**src/button_debounce_select_counter_macros.svh**
```systemverilog
// ----------------------------------------------------------------------------
// Assertion macros for the button debounce select counter
// Concurrent assertion wrappers. These compile to nothing in synthesis.
// ----------------------------------------------------------------------------
`ifndef BUTTON_DEBOUNCE_SELECT_COUNTER_MACROS_SVH
`define BUTTON_DEBOUNCE_SELECT_COUNTER_MACROS_SVH

`ifndef SYNTHESIS

// Checked property, disabled while reset is high
`define BDSC_ASSERT(label, clk, rst, prop, msg) \
   label: assert property (@(posedge clk) disable iff (rst) prop) else $error(msg);

// Checked property, also checked during reset
`define BDSC_ASSERT_ALWAYS(label, clk, prop, msg) \
   label: assert property (@(posedge clk) prop) else $error(msg);

`else

`define BDSC_ASSERT(label, clk, rst, prop, msg)
`define BDSC_ASSERT_ALWAYS(label, clk, prop, msg)

`endif

`endif

```
**src/bdsc_pkg.sv**
```systemverilog
// ----------------------------------------------------------------------------
// bdsc_pkg
// Types and constants shared by the button debounce select counter.
// ----------------------------------------------------------------------------
`timescale 1ns / 1ps

package bdsc_pkg;

   // Item kinds
   localparam logic KIND_PRESS = 1'b0;
   localparam logic KIND_TICK  = 1'b1;

   // Button codes
   localparam logic [1:0] BTN_NONE  = 2'd0;
   localparam logic [1:0] BTN_LEFT  = 2'd1;
   localparam logic [1:0] BTN_RIGHT = 2'd2;
   localparam logic [1:0] BTN_BAD   = 2'd3;

   // Phase codes as they appear on the result
   localparam logic [1:0] PHASE_IDLE    = 2'd0;
   localparam logic [1:0] PHASE_PRESS   = 2'd1;
   localparam logic [1:0] PHASE_MONITOR = 2'd2;
   localparam logic [1:0] PHASE_RELEASE = 2'd3;

   // Configuration register indexes
   localparam logic CSR_PRESS_DELAY   = 1'b0;
   localparam logic CSR_RELEASE_DELAY = 1'b1;

   // Delay widths and reset values
   localparam int unsigned DELAY_W = 8;
   localparam logic [DELAY_W-1:0] PRESS_DELAY_RST   = 8'd5;
   localparam logic [DELAY_W-1:0] RELEASE_DELAY_RST = 8'd15;

   // Chosen value when nothing has been committed
   localparam logic [3:0] CHOSEN_NONE = 4'hF;

   // Debounce phases, one-hot
   typedef enum logic [3:0] {
      ST_IDLE    = 4'b0001,
      ST_PRESS   = 4'b0010,
      ST_MONITOR = 4'b0100,
      ST_RELEASE = 4'b1000
   } phase_type;

   // Input transaction
   typedef struct packed {
      logic       kind;
      logic [1:0] button;
   } req_type;

   // Result transaction
   typedef struct packed {
      logic [1:0]        phase;
      logic signed [3:0] chosen;
      logic [1:0]        pressed_button;
      logic [2:0]        left_count;
      logic [2:0]        right_count;
      logic              committed;
   } rsp_type;

   // One-hot phase to its result code
   function automatic logic [1:0] phase_code(input phase_type st);
      logic [1:0] code;
      unique case (st)
         ST_IDLE:    code = PHASE_IDLE;
         ST_PRESS:   code = PHASE_PRESS;
         ST_MONITOR: code = PHASE_MONITOR;
         ST_RELEASE: code = PHASE_RELEASE;
         default:    code = PHASE_IDLE;
      endcase
      return code;
   endfunction

endpackage

```
**src/bdsc_core.sv**
```systemverilog
// ----------------------------------------------------------------------------
// bdsc_core
// Debounce state machine and select counters. Updates its state on each
// step and presents the result for that transaction combinationally.
// ----------------------------------------------------------------------------
`timescale 1ns / 1ps
`include "button_debounce_select_counter_macros.svh"

module bdsc_core (
   input  logic                          clock,
   input  logic                          reset,
   input  logic                          step,
   input  bdsc_pkg::req_type             item,
   input  logic [bdsc_pkg::DELAY_W-1:0]  press_delay,
   input  logic [bdsc_pkg::DELAY_W-1:0]  release_delay,
   output bdsc_pkg::rsp_type             result
);
   import bdsc_pkg::*;

   phase_type          phase_ff, phase_in;
   logic [DELAY_W-1:0] countdown_ff, countdown_in;
   logic [DELAY_W-1:0] count_dec;
   logic [1:0]         stored_ff, stored_in;
   logic [2:0]         left_ff, left_in;
   logic [2:0]         right_ff, right_in;
   logic [3:0]         chosen_ff, chosen_in;
   logic               press_done_ff, press_done_in;
   logic               release_done_ff, release_done_in;
   logic               committed;

   // Countdown decrement, saturating at zero
   assign count_dec = (countdown_ff != '0) ? countdown_ff - 1'b1 : '0;

   // Next state for one transaction
   always_comb begin
      phase_in        = phase_ff;
      countdown_in    = countdown_ff;
      stored_in       = stored_ff;
      left_in         = left_ff;
      right_in        = right_ff;
      chosen_in       = chosen_ff;
      press_done_in   = press_done_ff;
      release_done_in = release_done_ff;
      committed       = 1'b0;

      if (item.kind == KIND_PRESS) begin
         // press only starts a cycle from idle
         if (phase_ff == ST_IDLE) begin
            stored_in       = (item.button == BTN_BAD) ? BTN_NONE : item.button;
            press_done_in   = 1'b0;
            release_done_in = 1'b0;
            chosen_in       = CHOSEN_NONE;
            countdown_in    = press_delay;
            phase_in        = ST_PRESS;
         end
      end else begin
         countdown_in = count_dec;
         unique case (phase_ff)
            ST_PRESS: begin
               if (count_dec == '0) begin
                  press_done_in = 1'b1;
                  phase_in      = ST_MONITOR;
               end
            end
            ST_MONITOR: begin
               if (item.button == BTN_NONE) begin
                  phase_in     = ST_RELEASE;
                  countdown_in = release_delay;
               end
            end
            ST_RELEASE: begin
               if (count_dec == '0) begin
                  release_done_in = 1'b1;
                  phase_in        = ST_IDLE;
                  committed       = 1'b1;
                  if (stored_ff == BTN_LEFT) begin
                     left_in   = left_ff + 3'd1;
                     chosen_in = {1'b0, left_in};
                  end else if (stored_ff == BTN_RIGHT) begin
                     right_in  = right_ff + 3'd1;
                     chosen_in = {1'b0, right_in};
                  end
               end
            end
            default: begin
            end
         endcase
      end
   end

   // State registers
   always_ff @(posedge clock) begin
      if (reset) begin
         phase_ff        <= ST_IDLE;
         countdown_ff    <= '0;
         stored_ff       <= BTN_NONE;
         left_ff         <= '0;
         right_ff        <= '0;
         chosen_ff       <= CHOSEN_NONE;
         press_done_ff   <= 1'b0;
         release_done_ff <= 1'b0;
      end else if (step) begin
         phase_ff        <= phase_in;
         countdown_ff    <= countdown_in;
         stored_ff       <= stored_in;
         left_ff         <= left_in;
         right_ff        <= right_in;
         chosen_ff       <= chosen_in;
         press_done_ff   <= press_done_in;
         release_done_ff <= release_done_in;
      end
   end

   // Result after the update
   always_comb begin
      result.phase          = phase_code(phase_in);
      result.chosen         = (press_done_in && release_done_in) ?
                              $signed(chosen_in) : $signed(CHOSEN_NONE);
      result.pressed_button = stored_in;
      result.left_count     = left_in;
      result.right_count    = right_in;
      result.committed      = committed;
   end

   `BDSC_ASSERT(a_commit_from_release, clock, reset, step && committed |-> phase_ff == ST_RELEASE && item.kind == KIND_TICK, "commit outside release delay")
   `BDSC_ASSERT(a_left_advance, clock, reset, step && committed && stored_ff == BTN_LEFT |=> left_ff == 3'($past(left_ff) + 3'd1), "left counter did not advance on commit")
   `BDSC_ASSERT(a_hold_without_step, clock, reset, !step |=> $stable(phase_ff) && $stable(countdown_ff) && $stable(chosen_ff), "state changed without a transaction")
   `BDSC_ASSERT(a_idle_after_commit, clock, reset, step && committed |=> phase_ff == ST_IDLE && release_done_ff, "commit did not return to idle")

endmodule

```
**src/button_debounce_select_counter.sv**
```systemverilog
// ----------------------------------------------------------------------------
// button_debounce_select_counter
// Two-button debounce with a select counter per button, behind an input
// register and a result register.
//
//   channel   direction  handshake                  payload
//   req_      in         req_valid / req_stall      req_data  (kind, button)
//   rsp_      out        rsp_valid / rsp_stall      rsp_data  (phase ... committed)
//   csr_      in         csr_write                  csr_index, csr_wdata
//
// One transaction per cycle sustained while rsp_stall is low; each passes through
// the input register and then the result register.
// The debounce state updates as a transaction moves from input to result.
// Reset is synchronous and restores the delays to 5 and 15 ticks.
// req_stall rises only when both registers are full and rsp_stall is high.
// ----------------------------------------------------------------------------
`timescale 1ns / 1ps
`include "button_debounce_select_counter_macros.svh"

module button_debounce_select_counter (
   input  logic                          clock,
   input  logic                          reset,
   input  logic                          req_valid,
   output logic                          req_stall,
   input  bdsc_pkg::req_type             req_data,
   output logic                          rsp_valid,
   input  logic                          rsp_stall,
   output bdsc_pkg::rsp_type             rsp_data,
   input  logic                          csr_write,
   input  logic                          csr_index,
   input  logic [bdsc_pkg::DELAY_W-1:0]  csr_wdata
);
   import bdsc_pkg::*;

   logic [DELAY_W-1:0] press_delay_ff, release_delay_ff;
   req_type            req_ff;
   logic               in_valid_ff;
   rsp_type            rsp_ff;
   rsp_type            result;
   logic               out_valid_ff;
   logic               req_accept;
   logic               move;

   // Handshake
   assign move       = in_valid_ff && (!out_valid_ff || !rsp_stall);
   assign req_stall  = in_valid_ff && out_valid_ff && rsp_stall;
   assign req_accept = req_valid && !req_stall;
   assign rsp_valid  = out_valid_ff;
   assign rsp_data   = rsp_ff;

   // Configuration registers
   always_ff @(posedge clock) begin
      if (reset) begin
         press_delay_ff   <= PRESS_DELAY_RST;
         release_delay_ff <= RELEASE_DELAY_RST;
      end else if (csr_write) begin
         unique case (csr_index)
            CSR_PRESS_DELAY:   press_delay_ff   <= csr_wdata;
            CSR_RELEASE_DELAY: release_delay_ff <= csr_wdata;
            default: begin
            end
         endcase
      end
   end

   // Input register
   always_ff @(posedge clock) begin
      if (reset) begin
         in_valid_ff <= 1'b0;
      end else if (req_accept) begin
         in_valid_ff <= 1'b1;
      end else if (move) begin
         in_valid_ff <= 1'b0;
      end
   end

   always_ff @(posedge clock) begin
      if (req_accept) begin
         req_ff <= req_data;
      end
   end

   bdsc_core u_core (
      .clock         (clock),
      .reset         (reset),
      .step          (move),
      .item          (req_ff),
      .press_delay   (press_delay_ff),
      .release_delay (release_delay_ff),
      .result        (result)
   );

   // Result register
   always_ff @(posedge clock) begin
      if (reset) begin
         out_valid_ff <= 1'b0;
      end else if (move) begin
         out_valid_ff <= 1'b1;
      end else if (!rsp_stall) begin
         out_valid_ff <= 1'b0;
      end
   end

   always_ff @(posedge clock) begin
      if (move) begin
         rsp_ff <= result;
      end
   end

   `BDSC_ASSERT(a_move_fills_output, clock, reset, move |=> rsp_valid, "moved transaction did not reach the result register")
   `BDSC_ASSERT(a_stall_means_full, clock, reset, req_stall |-> in_valid_ff && !move, "input stalled with room to advance")
   `BDSC_ASSERT_ALWAYS(a_reset_empty, clock, reset |=> !rsp_valid && !in_valid_ff, "pipeline not empty after reset")

endmodule
```
**config.mk**
```make
export PLATFORM = sky130hd
export DESIGN_NAME = button_debounce_select_counter
export DESIGN_NICKNAME = d
export VERILOG_FILES = /design/src/bdsc_pkg.sv /design/src/bdsc_core.sv /design/src/button_debounce_select_counter.sv
export VERILOG_INCLUDE_DIRS = /design/src /design/src/src
export SDC_FILE = /design/constraint.sdc
export NUM_CORES = 1
export LEC_CHECK = 0
export ABC_AREA = 1
export BUFFER_PORTS_ARGS = -buffer_cell sky130_fd_sc_hd__buf_2
export CORE_UTILIZATION = 60
export DETAILED_ROUTE_END_ITERATION = 6
export GPL_ROUTABILITY_DRIVEN = 0
export PLACE_DENSITY = 0.82
export SLEW_MARGIN = 40
export SYNTH_ARGS = -nofsm -noshare
export SYNTH_HDL_FRONTEND = slang
export SYNTH_SLANG_ARGS = --single-unit
```
**constraint.sdc**
```tcl
create_clock -name clock -period 3.2 [get_ports clock]
set_input_delay 0.64 -clock clock [delete_from_list [all_inputs] [get_ports clock]]
set_output_delay 0.64 -clock clock [all_outputs]
set_load 0.02 [all_outputs]
```
==> impl_metrics.ini, run 1 <==
[run_status]
status = complete, no violations

[placed_design]
placedCellCount = 506
dpl.hpwl_um = 4900
dpl_worst_slack_ns = 0.961
portBuffers = 33

[cells_and_area]
final_common_cell = nand2_1
final_cell_mix = nand2_1 (98), nor2_1 (60), inv_1 (44), dfxtp_1 (44), buf_2 (33)
diodes = 0
area_growth_pct = 12.1
drive_above_1_share_pct = 16.0
final-instance-count-excl-fill = 522
final_nets = 470

[clock_network]
htree_levels = 3
clock_latency_ns = 0.35
clkSinkCount = 62
post_cts_resized = 0
holdBufCountCts = 0
cts_setup_buffers = 0
cts_made_buffers = 9
cts-root-buf = clkbuf_8
cts_buffer_depth = 2
clk_pin_slew_ns = 0.06
tritoncts = built

[global_route]
grt_pass1_vias = 2583
grt_start_max_net_pins = 44
grt_pass1_wl_um = 11500
grt_use_total_pct = 28.1
gr-total-overflow = 0
antenna_found_initial = 0

[logic_synthesis]
yosysTopAreaCell = dfxtp_1
yosysWarnings = 0
synthTopCellsByArea = dfxtp_1 (28%), edfxtp_1 (17%), nand2_1 (12%)
syn_inst = 416
synth_fp_nets = 436
synth_seq_area_share_pct = 45.6
ys_ff_latch = 62
synthDistinctLibCells = 32
synth_area_um2 = 3110
synth-async-reset-ratio_pct = 0
synth_edf_count = 18
avgSynthCellArea_um2 = 7.49
synth_top_area_share_pct = 28.3
synth_top_flop_cell = dfxtp_1

[timing]
max_freq_ghz = 0.444
finalHoldViolations = 0
rsz0062_at_grt = false
fin_crit_sh_pct = 70.4
setup_violations = 0
final.setup.tns_ns = 0
slew_viol_final = 0
relSlewSlack_pct = 58.7
finalCriticalPeriod_ns = 2.25
skew_ns = 0.00835
setup_ws_ns = 0.946
worst_pin_slew_ns = 0.618
hold_ws_ns = 0.466

[die]
rows = 25
die_y_um = 74.0
io-pin-count = 34
die-area_um2 = 5480
core-area_um2 = 4850
start_util_pct = 64.2
die_x_um = 74.0

[routing]
viasPerCell = 5.52
drc = 0
drt_iter0_markers = 273
wl_per_cell_um = 13.1
finalWirelength_um = 6820
firstDrtPassIters = 5
ant_nets = 0
vias = 2881

[pwr]
p_total_uw = 1850
leakage_uw = 0.00166
power.density_nw_per_um2 = 529
peakVddDrop_mv = 0.415

[setup_path]
worst-path-max-fanout = 7
startpoint_type = flop
ff2ff_setup_slack_ns = 0.95
crit_path_end_kind = flop
r2r-start = u_core.countdown_ff[0]
critical_path_required_ns = 3.30
worstPathArrival_ns = 2.36
r2r-end = rsp_data[9]
rr_worst_depth = 13
critical_path_class = flop to flop
crit_start = u_core.countdown_ff[0]

[run]
cap_violations = 0

[hold_path]
min_path_type = primary input to flop
hold_end = req_ff[2]
min_path_cells = 1
timing.hold.worst.start = req_data[2]
## how the worst max path moves through the flow
stage                   end  depth (start not counted)
2_1_floorplan   rsp_data[0]                          5
3_3_place_gp   rsp_data[10]                         14
3_5_place_dp   rsp_data[12]                         13
4_1_cts        rsp_data[11]                         13
5_1_grt        rsp_data[11]                         13
6_report        rsp_data[9]                         13
## cells in the mapped netlist, types with 3 or more instances
| cell type | count |
|---|---|
| nand3_2 | 4 |
| o211ai_1 | 5 |
| a21oi_1 | 23 |
| nor2_1 | 61 |
| nand3_1 | 28 |
| a211oi_1 | 7 |
| clkbuf_1 | 9 |
| nor2_2 | 5 |
| o21ai_0 | 25 |
| inv_2 | 6 |
| edfxtp_1 | 18 |
| xor2_1 | 3 |
| inv_1 | 44 |
| nand2_1 | 98 |
| nand4_1 | 3 |
| ha_1 | 3 |
| a221oi_1 | 7 |
| dfxtp_1 | 44 |
| o21ai_1 | 5 |
## final cells by class
| type | instances | area, um2 |
|---|---|---|
| clock inverter | 5 | 26.3 |
| clock buffer | 11 | 131 |
| sequential | 62 | 1420 |
| fill | 410 | 1360 |
| multi-input combinational | 293 | 1470 |
| timing repair buffer | 34 | 173 |
| inverter | 50 | 188 |
| tap | 67 | 83.8 |
## registers in the layout, summed over array words and instances (netlist names)
name,flops
u_core.release_done_ff,1
u_core.right_ff,3
u_core.phase_ff,4
u_core.countdown_ff,8
req_ff,3
release_delay_ff,8
u_core.chosen_ff,4
in_valid_ff,1
press_delay_ff,8
u_core.stored_ff,2
rsp_valid,1
rsp_data,15
u_core.left_ff,3
u_core.press_done_ff,1
## where the power goes
part	total (uW)	internal, uW	switching [uW]
registers	897	861	36.6
clock network	575	274	301
logic	375	124	251
total	1850	1260	588
## cells by family (layout without fill, tap and decap cells)
family	after synthesis	in the layout	share of synthesized area, %
and+or+nand+nor	212	212	30.7
buffers and inverters	61	100	7.43
adders and majority gates	3	3	1.21
xor gates and xnor gates	3	3	0.844
DFF	62	62	45.6
AOI/OAI and AO/OA	75	75	14.2
## layer usage
layer	part of all wire, %	global-route usage, %
met5	0	0
met4	2.8	14.5
met3	6.8	7.05
met2	42	41.0
met1	48	38.6
## metrics by stage
stage	instance area (um2)	utilization, %
after detailed placement	3330	68.8
after floorplan	3110	-
after global placement	3330	68.8
after global routing	3490	72.0
final	3490	72.0
after CTS	3490	72.0
## worst max-delay path, cell delays in order, from the launching register on
cell,delay (ns)
dfxtp_1,0.32
inv_2,0.12
ha_1,0.21
nand2_1,0.08
nor2_2,0.16
nand2_4,0.11
nand2_1,0.14
nand4_2,0.16
nor2_4,0.16
nand2_2,0.09
o21bai_2,0.12
nand2_1,0.13
nor2_4,0.15
nand2_1,0.06
Note: power is estimated with default switching activity, not from simulation.
==> run 2, diff against run 1 <==
Settings changed: ABC_AREA 1 to 0, CORE_UTILIZATION 60 to 58, PLACE_DENSITY 0.82 to 0.8.
Clock period 3.2 ns to 2.29 ns, I/O delays scaled along.
==> impl_metrics.ini, run 2 <==
[run_status]
status = complete, but fails checks
violations = setup timing

[setup_path]
rr_worst_depth = 7
critical_path_class = flop to flop
crit_buf_inv = 1
r2r-start = u_core.countdown_ff[3]
crit_path_max_incr_delay_ns = 0.55
crit_path_end_kind = flop
crit_family = simple AND/OR/NAND/NOR gates
crit_path_top_delay_cell = or4_4
worstPathArrival_ns = 2.58
worstPathCellList = or4_4 -> o21ai_4 -> nand2_4 -> or4_4 -> buf_6 -> or3_4 -> a21oi_2
critical_path_required_ns = 2.56
ff2ff_setup_slack_ns = -0.02
r2r-end = u_core.left_ff[2]
crit_start = u_core.countdown_ff[3]
startpoint_type = flop
worst-path-max-fanout = 6
cpMostUsedCell = or4_4

[timing]
finalHoldViolations = 0
finalCriticalPeriod_ns = 2.31
skew_ns = 0.00716
setup_violations = 2
slew_viol_final = 0
relSlewSlack_pct = 46.9
fin_crit_sh_pct = 101
worst_pin_slew_ns = 0.797
setup_ws_ns = -0.0238
final.setup.tns_ns = -0.0302
max_freq_ghz = 0.432
rsz0062_at_grt = true

[logic_synthesis]
synth_edf_count = 18
synth_fp_nets = 377
ys_ff_latch = 62
synth_top_flop_cell = dfxtp_1
synthTopCellsByArea = dfxtp_1 (29%), edfxtp_1 (18%), nand2_1 (6.3%)
yosysWarnings = 0
yosysTopAreaCell = dfxtp_1
synth_seq_area_share_pct = 46.5
synth_top_area_share_pct = 28.8
synthDistinctLibCells = 43
synth_area_um2 = 3050
post-synth-top-count-cell = nand2_1
syn_inst = 357
synth-async-reset-ratio_pct = 0
ys_top_cells_by_count = nand2_1 (51), dfxtp_1 (44), nor2_1 (43), a21oi_1 (36), clkbuf_1 (21)
avgSynthCellArea_um2 = 8.56

[routing]
drt_iter0_markers = 180
ant_nets = 0
wl_per_cell_um = 14.1
drc = 0
finalWirelength_um = 6790
viasPerCell = 5.59
vias = 2698
firstDrtPassIters = 5

[die]
core-area_um2 = 5070
die_x_um = 74.6
die-area_um2 = 5560
rows = 26
die_y_um = 74.6
io-pin-count = 34
start_util_pct = 60.2

[placed_design]
dpl_worst_slack_ns = -0.0460
portBuffers = 33
dpl.hpwl_um = 4680
postPlaceCellArea_um2 = 3430

[global_route]
top_usage_layer = met2
use_met2_pct = 49.0
grt_use_total_pct = 27.0
gr-total-overflow = 0
grt_use_met1_pct = 27.9
grtUsageMet3_pct = 5.28
grt_start_max_net_pins = 45
antenna_found_initial = 0
grt_pass1_vias = 2577
grt_pass1_wl_um = 11200

[cells_and_area]
drive_above_1_share_pct = 24.0
fin_area_um2 = 3740
largest_reg_flops = 15
final_cell_mix = nand2_1 (51), nor2_1 (43), dfxtp_1 (43), a21oi_1 (34), buf_2 (34)
final_nets = 428
area_growth_pct = 22.6
final_common_cell = nand2_1
diodes = 0

[clock_network]
cts_made_buffers = 9
clock_latency_ns = 0.34
htree_levels = 3
clkSinkCount = 62
cts_buffer_depth = 2
tritoncts = built
cts-root-buf = clkbuf_8
clk_pin_slew_ns = 0.06

[pwr]
p_int_uw = 2010
peakVddDrop_mv = 0.539
p_seq_share_pct = 44.8
power.density_nw_per_um2 = 720
p_sw_uw = 688
leakage_uw = 0.00152
power_frac_clock_pct = 38.9
swShare_pct = 25.5
power_frac_comb_pct = 16.2

[run]
cap_violations = 0

[hold_path]
min_path_cells = 1
min_path_type = primary input to flop
hold_end = req_ff[1]
timing.hold.worst.start = req_data[1]
==> run 2: area by class of cell <==
class | instances | area [um2]
inverter | 8 | 30.0
sequential | 62 | 1420
tap | 70 | 87.6
clock buffer | 12 | 145
clock inverter | 4 | 70.1
fill | 395 | 1330
multi-input combinational | 264 | 1600
timing repair buffer | 63 | 392
==> run 2: power by group through the flow <==
stage                     clock network (uW)  logic, uW  registers, uW
after floorplan                            0        260           1230
after global placement                     0        399           1230
after detailed placement                   0        408           1230
after CTS                               1060        417           1210
after global routing                    1110        486           1210
final                                   1050        438           1210
==> run 2: worst max path at each step <==
stage | cells past startpoint | slack (ns) | end
floorplan | 9 | -0.006 | rsp_data[3]
global placement | 7 | 0.02 | u_core.left_ff[0]
detailed placement | 7 | -0.05 | u_core.left_ff[2]
CTS | 7 | -0.03 | u_core.left_ff[2]
global route | 7 | -0.09 | u_core.left_ff[2]
finish | 7 | -0.02 | u_core.left_ff[2]
==> run 2: routing by layer <==
layer / wire length, um / part of all wire (%)
met1: 2800 / 41
met2: 3520 / 52
met3: 251 / 3.7
met4: 219 / 3.2
met5: 0 / 0
==> run 2: through the flow <==
step           power [uW]  instances  utilization [%]  hold WS (ns)
2_1_floorplan        1490        357                -         0.433
3_3_place_gp         1630        464             67.6         0.445
3_5_place_dp         1640        464             67.6         0.450
4_1_cts              2690        483             72.5         0.273
5_1_grt              2810        483             73.8         0.285
6_report             2700        483             73.8         0.286
==> run 2: what timing repair did <==
| action | 4_1_cts | 5_1_grt |
|---|---|---|
| hold endpoints to repair | 0 | 0 |
| pin swaps | 6 | 4 |
| buffers inserted | 2 | 0 |
| gates resized for setup | 4 | 15 |
| setup endpoints to repair | 6 | 22 |
| hold buffers | 0 | 0 |
| cloned | 1 | 0 |
==> run 2: cell families (layout without fill, tap and decap cells) <==
group / after synthesis / count (layout) / synth area share, %
AND/OR/NAND/NOR: 153 / 153 / 23.8
AO/OA/AOI/OAI: 90 / 90 / 19.0
flip-flops: 62 / 62 / 46.5
buffers and inverters: 31 / 87 / 3.89
XOR/XNOR: 11 / 11 / 3.15
multiplexers: 7 / 7 / 2.46
adder cells (fa/ha/maj): 3 / 3 / 1.23
==> run 3, diff against run 2 <==
Settings changed: CORE_UTILIZATION 58 to 59, PLACE_DENSITY 0.8 to 0.81, SYNTH_HIERARCHICAL from default to 1.
==> impl_metrics.ini, run 3 <==
[run_status]
status = complete, but fails checks
violations = setup timing

[logic_synthesis]
syn_inst = 373
synth_fp_nets = 393
synth_top_area_share_pct = 26.3
ys_ff_latch = 62
avgSynthCellArea_um2 = 8.99
synth-async-reset-ratio_pct = 0
synth_seq_area_share_pct = 42.4
post-synth-top-count-cell = dfxtp_1
yosysWarnings = 6
synth_top_flop_cell = dfxtp_1
synthDistinctLibCells = 64
synthTopCellsByArea = dfxtp_1 (26%), edfxtp_1 (16%), nor2_1 (4.8%)
synth_edf_count = 18
yosysTopAreaCell = dfxtp_1
synth_area_um2 = 3350
ys_top_cells_by_count = dfxtp_1 (44), nor2_1 (43), nand2_1 (28), a21oi_1 (24), nand2b_1 (20)

[die]
core-area_um2 = 5510
die_x_um = 77.4
io-pin-count = 34
die_y_um = 77.4
start_util_pct = 60.9
die-area_um2 = 5990
rows = 27

[routing]
vias = 3207
ant_nets = 0
wl_per_cell_um = 17.1
drc = 0
viasPerCell = 6.17
firstDrtPassIters = 5
finalWirelength_um = 8870
drt_iter0_markers = 331

[setup_path]
worstPathArrival_ns = 2.66
crit_path_top_delay_cell = or4_4
crit_path_max_incr_delay_ns = 0.58
crit_path_end_kind = flop
critical_path_depth = 7
startpoint_type = flop
crit_buf_inv = 1
worst-path-max-fanout = 3
worstPathCellList = buf_6 -> or4b_4 -> o31a_1 -> o32a_1 -> or4_4 -> nor2_4 -> mux2_4
critical_path_required_ns = 2.39
crit_family = simple AND/OR/NAND/NOR gates
critical_path_class = flop to flop
rr_worst_depth = 7

[clock_network]
clk_pin_slew_ns = 0.07
cts-root-buf = clkbuf_8
clkSinkCount = 62
cts_made_buffers = 9
tritoncts = built
clock_latency_ns = 0.35
htree_levels = 3
cts_buffer_depth = 2

[global_route]
gr-total-overflow = 0
grt_pass1_vias = 2992
grt_use_total_pct = 29.7
grt_start_max_net_pins = 28
antenna_found_initial = 0
grt_pass1_wl_um = 13900

[run]
cap_violations = 0

[timing]
finalHoldViolations = 0
skew_ns = 0.00996
fin_crit_sh_pct = 112
setup_ws_ns = -0.269
rsz0062_at_grt = true
relSlewSlack_pct = 64.4
hold_ws_ns = 0.290
slew_viol_final = 0
worst_pin_slew_ns = 0.533
max_freq_ghz = 0.391
setup_violations = 10
finalCriticalPeriod_ns = 2.56

[pwr]
power.density_nw_per_um2 = 638
peakVddDrop_mv = 0.570
leakage_uw = 0.00162

[hold_path]
min_path_type = primary input to flop
min_path_cells = 1

[placed_design]
dpl.hpwl_um = 5490
placedCellCount = 493
portBuffers = 33

[cells_and_area]
area_growth_pct = 25.7
final_cell_mix = buf_4 (44), nor2_1 (42), dfxtp_1 (39), buf_2 (33), nand2_1 (28)
largest_reg_flops = 15
final_nets = 463
diodes = 0
final_common_cell = buf_4
final-instance-count-excl-fill = 520
drive_above_1_share_pct = 30.1
run 3: changes by cell type in the layout (fill, tap and decap cells not counted), moves of 5 or more:
cell / delta
a211oi_1: +7
nand2_1: -23
o21bai_1: -7
and2_1: +7
mux2i_1: +12
buf_4: +16
o211ai_1: +5
nand2b_1: +9
a211o_1: -7
a21oi_1: -10
run 3: worst paths after layout:
| check | slack (ns) | endpoint | startpoint |
|---|---|---|---|
| worst max-delay path | -0.27 | rsp_data[5] | u_core/countdown_ff[1] |
| worst min-delay path | 0.29 | req_ff[1] | req_data[1] |
| worst max register to register | -0.27 | rsp_data[5] | u_core/countdown_ff[1] |
| worst min register to register | 0.47 | press_delay_ff[3] | press_delay_ff[3] |
run 3: power breakdown:
part | switching (uW) | leakage [uW] | total (uW) | internal [uW]
logic | 331 | 0.00101 | 624 | 293
registers | 42.1 | 0.000519 | 1210 | 1170
clock network | 437 | 0.0000884 | 853 | 416
run 3: cells by family after synthesis:
family | after synthesis | share of synthesized area (%)
mux | 18 | 5.48
simple gates | 156 | 25.3
buf+inv | 37 | 5.37
flops | 62 | 42.4
xor+xnor | 10 | 2.61
fa+ha+maj | 3 | 1.12
compound gates | 87 | 17.8
run 3: cell type report:
type	instances	area [um2]
Clock buffer	10	138
Clock inverter	6	36.3
Fill cell	347	1290
Inverter	13	51.3
Multi-Input combinational cell	274	1900
Sequential cell	62	1430
Tap cell	72	90.1
Timing Repair Buffer	83	572
run 3: layer usage:
metal  GRT usage, %  wire length (um)  up-vias
met5              0                 0        -
met4           15.8               295        0
met3           7.76               709       40
met2           45.3              4150      176
met1           38.6              3720     1493
li1               -                 -     1498
run 3: timing repair:
action                                  4_1_cts  5_1_grt
buffers inserted                              7        6
hold buffers                                  0        0
resized for setup                            12       23
endpoints found under the setup margin       14       26
pin swaps                                    10        7
run 3: metrics by stage:
stage / setup TNS, ns / setup slack (ns) / power [uW] / area, um2 / util, %
6_report: -1.14 / -0.269 / 2690 / 4220 / 76.6
5_1_grt: -2.18 / -0.297 / 2790 / 4220 / 76.6
4_1_cts: -0.942 / -0.279 / 2610 / 4090 / 74.3
3_5_place_dp: -0.915 / -0.238 / 1710 / 3800 / 69.1
3_3_place_gp: -0.512 / -0.199 / 1700 / 3800 / 69.1
2_1_floorplan: -0.407 / -0.203 / 1530 / 3370 / -
